### src/sv/tdp_pkg.sv
// Shared constants and sequencer state type for the trial-division prime tester.
package tdp_pkg;

  localparam int unsigned VALUE_WIDTH_DEF = 31;
  localparam int unsigned FIRST_DIVISOR   = 2;

  typedef enum logic [1:0] {
    ST_IDLE,
    ST_DIV,
    ST_CHECK,
    ST_DONE
  } tdp_state_e;

endpackage

### src/sv/tdp_seq.sv
// Sequencer: steps the trial divisor, judges each division, holds the result word.
module tdp_seq
  import tdp_pkg::*;
#(
  parameter int unsigned ValueWidth = VALUE_WIDTH_DEF
) (
  input  logic                  clk_i,
  input  logic                  rst_ni,
  input  logic                  cand_valid_i,
  input  logic [ValueWidth-1:0] cand_i,
  output logic                  cand_ready_o,
  output logic                  res_valid_o,
  output logic                  res_o,
  input  logic                  res_ready_i,
  output logic                  div_start_o,
  output logic [ValueWidth-1:0] div_dividend_o,
  output logic [ValueWidth-1:0] div_divisor_o,
  input  logic                  div_done_i,
  input  logic [ValueWidth-1:0] div_quotient_i,
  input  logic [ValueWidth-1:0] div_remainder_i
);

  localparam logic [ValueWidth-1:0] FirstDiv = ValueWidth'(FIRST_DIVISOR);

  tdp_state_e state_q, state_d;

  logic [ValueWidth-1:0] n_q, d_q;
  logic                  verdict_q;
  logic                  res_valid_q, res_valid_d;
  logic                  res_q;

  logic accept, below_two, past_root, divides, load_res;

  assign accept    = cand_valid_i && cand_ready_o;
  assign below_two = cand_i < FirstDiv;
  assign past_root = d_q > div_quotient_i;
  assign divides   = div_remainder_i == '0;

  // next state
  always_comb begin
    state_d = state_q;
    unique case (state_q)
      ST_IDLE:  if (accept) state_d = below_two ? ST_DONE : ST_DIV;
      ST_DIV:   if (div_done_i) state_d = ST_CHECK;
      ST_CHECK: state_d = (past_root || divides) ? ST_DONE : ST_DIV;
      ST_DONE:  if (load_res) state_d = ST_IDLE;
      default:  state_d = ST_IDLE;
    endcase
  end

  // outputs
  always_comb begin
    cand_ready_o = state_q == ST_IDLE;
    load_res     = (state_q == ST_DONE) && (!res_valid_q || res_ready_i);
    div_start_o  = 1'b0;
    unique case (state_q)
      ST_IDLE:  div_start_o = accept && !below_two;
      ST_CHECK: div_start_o = !past_root && !divides;
      default:  div_start_o = 1'b0;
    endcase
  end

  assign div_dividend_o = (state_q == ST_IDLE) ? cand_i : n_q;
  assign div_divisor_o  = (state_q == ST_IDLE) ? FirstDiv : d_q + 1'b1;

  always_comb begin
    res_valid_d = res_valid_q;
    if (res_ready_i) res_valid_d = 1'b0;
    if (load_res) res_valid_d = 1'b1;
  end

  always_ff @(posedge clk_i or negedge rst_ni) begin
    if (!rst_ni) begin
      state_q     <= ST_IDLE;
      res_valid_q <= 1'b0;
    end else begin
      state_q     <= state_d;
      res_valid_q <= res_valid_d;
    end
  end

  always_ff @(posedge clk_i) begin
    if (accept) begin
      n_q       <= cand_i;
      d_q       <= FirstDiv;
      verdict_q <= 1'b0;
    end else if (state_q == ST_CHECK) begin
      if (past_root) begin
        verdict_q <= 1'b1;
      end else if (divides) begin
        verdict_q <= 1'b0;
      end else begin
        d_q <= d_q + 1'b1;
      end
    end
    if (load_res) res_q <= verdict_q;
  end

  assign res_valid_o = res_valid_q;
  assign res_o       = res_q;

endmodule
### config.mk
export PLATFORM = sky130hd
export DESIGN_NAME = tdp_seq
export DESIGN_NICKNAME = d
export VERILOG_FILES = /design/src/sv/tdp_pkg.sv /design/src/sv/tdp_seq.sv
export SDC_FILE = /design/constraint.sdc
export NUM_CORES = 1
export LEC_CHECK = 0
export BUFFER_PORTS_ARGS = -buffer_cell sky130_fd_sc_hd__buf_2
export CELL_PAD_IN_SITES_DETAIL_PLACEMENT = 1
export CELL_PAD_IN_SITES_GLOBAL_PLACEMENT = 1
export CORE_AREA = 2 2 121 123
export CTS_CLUSTER_SIZE = 40
export DETAILED_ROUTE_END_ITERATION = 6
export DIE_AREA = 0 0 123 125
export HOLD_SLACK_MARGIN = 0.06
export MAX_ROUTING_LAYER = met4
export PLACE_DENSITY_LB_ADDON = 0.1
export SKIP_LAST_GASP = 1
export SLEW_MARGIN = 20
export SYNTH_ARGS = -nofsm -noshare
export SYNTH_HDL_FRONTEND = slang
export SYNTH_SLANG_ARGS = --single-unit
### constraint.sdc
create_clock -name clk_i -period 3.6 [get_ports clk_i]
set_clock_uncertainty 0.2 [all_clocks]
set_input_delay 0.72 -clock clk_i [delete_from_list [all_inputs] [get_ports clk_i]]
set_output_delay 0.72 -clock clk_i [all_outputs]
set_load 0.05 [all_outputs]
== Yosys cells after proc, flatten, opt, wreduce, memory -nomap -nowiden ==
Cells that the tools add are included.
Operators by class
  equality and inequality tests: 6
  multiplexer cells: 13
  magnitude comparators: 2
  add/subtract/negate cells: 1
  bitwise logic cells: 2
  reductions and logical operators: 17
Operator list (count)
  two-way mux 31 bit: 2
  adder 31 x 1 -> 31 bit, second input constant: 1
  greater-than comparator 31 bit: 1
  logical NOT 31 bit: 1
  < comparator 31 x 2 -> 1 bit, second input constant: 1
  two-way mux 2 bit: 5
  one-hot mux 2 bit (4 select lines): 1
  AND reduction 3 bit: 2
  equality test 2 bit, second input constant: 2
  logical AND 1 bit: 4
  logical NOT 1 bit: 4
  two-way mux 1 bit: 4
  != test 2 bit, second input constant: 2
  nonzero test 2 bit: 2
  equality test 2 x 1 -> 1 bit, second input constant: 1
  logical NOT 2 bit: 1
  logical OR 1 bit: 2
  != test 2 x 1 -> 1 bit, second input constant: 1
  NOT 1 bit: 2
  one-hot mux 1 bit (2 select lines): 1
  AND reduction 2 bit: 1
Word-level totals
  register bits: 67
  bits of input ports: 98
  word-level logic and storage cells: 47
  output and inout bits: 66

== Logic depth before layout (Yosys ltp) ==
  depth after elaboration: 5
  gate-level depth with buffers: 10
  mapped depth without buffers: 8

== Worst setup path after synthesis ==
No wires, ideal clock.
  path type: input port to output port
  start point: input div_quotient_i[13]
  end point: output div_start_o
  arrival: 3.016 ns
  setup slack: -0.336 ns
  stages: 9
  path through: inv_1 -> ha_1 -> nand4_1 -> nor4_2 -> nand2_1 -> a22o_1 -> clkbuf_1 -> nor3_1 -> o21bai_1
Between the ends
  cells in the longest elaborated chain, start to end: 4
Ends and longest elaborated chain
  from (decl): RTL line tdp_seq.sv:19  | input logic [ValueWidth-1:0] div_quotient_i,
  greater-than comparator 31 bit: RTL line tdp_seq.sv:36  | assign past_root = d_q > div_quotient_i;
  logical NOT 1 bit: RTL line tdp_seq.sv:58  | ST_CHECK: div_start_o = !past_root && !divides;
  logical AND 1 bit: RTL line tdp_seq.sv:58
  one-hot mux 1 bit (2 select lines): RTL line tdp_seq.sv:56  | unique case (state_q)
  to (decl): RTL line tdp_seq.sv:15  | output logic div_start_o,
No other way between the ends.

== Worst setup path in the final report ==
  start point: input div_quotient_i[26]
  end point: output div_start_o
The elaborated chain is that of the path after synthesis.

==> run summary <==
Synthesis produced a netlist with a net count of 658. The largest net degree at the start of global routing came out at 53. Number of vias after detailed routing: 4754. TritonCTS built the clock tree. The run gives 0 as the number of antenna violations at the first check in global routing.

The final cell utilization of the core came out at 0.461. The synthesized netlist contains 49 unique library cells. The tools report the setup slack after layout as -0.0470 ns. The starting utilization of the core area is 0.332, and the clock slew seen by the registers of the worst setup and hold paths is 0.06 ns.

After synthesis the netlist holds a flip-flop and latch count of 67. The overall fraction of global-route tracks in use is 0.208, and the total inserted antenna cells is 0. Before antenna repair, the detailed router went through 4 iterations. In this run the worst setup path begins at div_quotient_i[26]. In this run, CTS created clock tree buffers numbering 9. The worst hold path begins at verdict_q. The run gives 2.68 ns as the data required time at the worst endpoint. Worst-margin pin slew: 0.571 ns. For the count of pins on the block boundary, the log shows 164.

The via count of the first global-routing pass was 4913. The worst register-to-register path begins at d_q[20]. The share of layout cells above drive strength 1 came out at 0.407.

For this design the static power due to leakage is 0.00281 uW. Area of the die: 0.0154 mm2. The die is 123 um wide.

The tools report the total grt overflow as 0. Setup repair after global routing could not meet its margin everywhere. At the end of the flow, the number of nets in the layout was 849. For this run, design rule violations remaining after detail routing come to 0. The first global-routing pass estimated 24800 um of wire. Wires add up to 15500 um. The share of synthesized registers carrying an async set or reset works out to 0.0448. The power density relative to cell area is 555 mW/mm2, and the TritonCTS sink count is 67. The cell type of the slowest stage on the worst timing path was or4_4. The congestion estimate from routability-driven global placement came to 0.816. The worst setup path is of the in2out kind. The later pin in the worst-skew pair is clocked with a latency of 0.33 ns.

Total number of H-tree levels: 3. The tool flagged a number of max-cap violations equal to 0. Synthesis handed over a netlist of 528 instances. For the maximum clock frequency, the log shows 274 MHz. Remaining max-slew budget at the tightest pin: 0.619. The worst path in the final design needs a cycle of 3.65 ns, including I/O delays and setup. The cell sitting at the root of the clock tree is a clkbuf_16. The share of the clock period used by the worst path after layout came out at 1.01. The clock passes through at most 2 buffers. The run gives 3630 uW as the power consumption. The relative area change from synthesis to final layout is 38.8%, and the synthesized cell area is 0.00471 mm2. The run gives 0 as the count of endpoints failing hold in the final timing report. The run finished, with violations left. The tools report the final antenna-violating net count as 0. STA classifies the critical path startpoint as an input pin. After legalization and detailed placement, the total HPWL measured 11600 um.

After floorplanning, the core was divided into 44 placement rows. In this design, the stage delay of the slowest critical-path cell is 0.55 ns. Yosys printed 0 warnings.

Dividing the detail-routed wire length by the instance count gives 17.0 um. The via density per instance came out at 5.24. Sequential fraction of the synthesis area: 0.356.

Biggest fanout along the worst timing path: 3. The floorplan step set the die height to 125 um. Quantity of I/O buffers inserted on ports: 163.

The library cell used most frequently in the layout, excluding fill and tap cells, is buf_2. Among all flip-flop cells after synthesis, the most frequent one is edfxtp_1. Endpoint class of the critical path: a primary output. IR analysis of the VDD net gives a maximum drop of 0.000240 V. The tools report the count of final setup violators as 1. The run gives 244 as the initial detailed-routing violation count. Worst endpoint data arrival time: 2.73 ns. In the layout the commonest cells are 154 x buf_2, 46 x buf_4, 41 x nand2_1, 39 x a21oi_1, 39 x nor2_1.

The number of enable flip-flop cells after synthesis came out at 32. The critical path goes through buf_2 -> inv_1 -> ha_1 -> nand4_1 -> buf_4 -> or4_4 -> a211oi_4 -> nor3_4 -> o21bai_4 -> buf_8. The logs give 0.0142 mm2 for the core area and 0 for the max-slew violation count. The worst hold path belongs to the class reg2reg. Dividing the synthesized area by the synthesized cell count gives 8.93 um2. The final reports fail on negative setup slack. The tools report the worst-case setup slack after placement as -0.254 ns.
[power by group]
group | switching, uW | internal [uW]
Sequential | 76.1 | 914
Clock | 346 | 608
Combinational | 1180 | 509
Total | 1600 | 2030
[state kept, by name, indices dropped and copies added, names as in the netlist]
name,count
res_o,1
d_q,31
verdict_q,1
res_valid_o,1
state_q,2
n_q,31
[logic make-up (layout without fill, tap and decap cells)]
| kind of cell | count (synthesis) | after routing | synth area share |
|---|---|---|---|
| xor gates and xnor gates | 27 | 27 | 0.0502 |
| adders and majority gates | 32 | 32 | 0.0849 |
| AOI/OAI and AO/OA | 81 | 81 | 0.108 |
| buffers and inverters | 67 | 263 | 0.0565 |
| muxes | 40 | 40 | 0.0932 |
| and+or+nand+nor | 214 | 214 | 0.251 |
| DFF | 67 | 67 | 0.356 |
[routing by layer]
layer | vias up | GRT usage | wire length [um]
li1 | 2339 | - | -
met2 | 127 | 0.342 | 7650
met4 | 0 | 0.0515 | 161
met3 | 11 | 0.0278 | 687
met1 | 2277 | 0.271 | 6980
met5 | - | - | 0
[final timing paths]
| kind | cells past startpoint | slack (ns) | to |
|---|---|---|---|
| setup / recovery | 10 | -0.05 | div_start_o |
| hold / removal | 0 | 0.25 | res_o |
| setup reg to reg | 9 | 0.48 | d_q[25] |
| hold reg to reg | 0 | 0.25 | res_o |
| max in group asynchronous | 2 | 2.55 | state_q[1] |
| min in group asynchronous | 2 | 0.54 | res_valid_o |
[cell usage after synthesis (all sizes together), types with 4 or more instances]
library cell / n / area share
mux2i: 9 / 0.019
xor2: 15 / 0.028
nor3: 12 / 0.013
clkbuf: 20 / 0.016
o21ai: 7 / 0.0074
nand2: 41 / 0.033
or3: 12 / 0.016
edfxtp: 32 / 0.20
nand3: 19 / 0.020
buf: 10 / 0.011
inv: 36 / 0.029
dfxtp: 32 / 0.14
o31ai: 21 / 0.033
a21oi: 39 / 0.041
ha: 32 / 0.085
and3: 6 / 0.0082
nand4: 18 / 0.025
mux2: 31 / 0.074
nor2: 42 / 0.033
xnor2: 12 / 0.022
or4: 26 / 0.041
nor4: 21 / 0.036
nand2b: 4 / 0.0053
[what timing repair did]
item                                   4_1_cts  5_1_grt
buffers inserted                             4        5
endpoints found under the hold margin        3        0
pin swaps                                    2       15
hold buffers                                 1        0
setup endpoints to repair                    7        9
resized for setup                            4       37
[worst max-delay path, delay by kind of cell]
kind	cells	cell delay (ns)
AND/OR/NAND/NOR	3	0.77
adder cells (fa/ha/maj)	1	0.30
AO/OA/AOI/OAI	2	0.49
buffers and inverters	4	0.44
[final cells by class]
type	instances	area [um2]
sequential	67	1680
multi-input combinational	394	2940
clock buffer	10	229
timing repair buffer	210	1230
clock inverter	6	90.1
tap	184	230
inverter	37	139
fill	1704	7660
[stage by stage]
step	hold slack (ns)	instances	area, um2	TNS (ns)
final	0.250	908	6540	-0.0470
after global routing	0.269	908	6540	-0.124
after CTS	0.252	903	6320	-0.0664
after detailed placement	0.238	882	5940	-0.254
after global placement	0.244	882	5940	-0.225
after floorplan	0.208	528	4730	0
No activity file was read; power rests on OpenSTA's default activity.
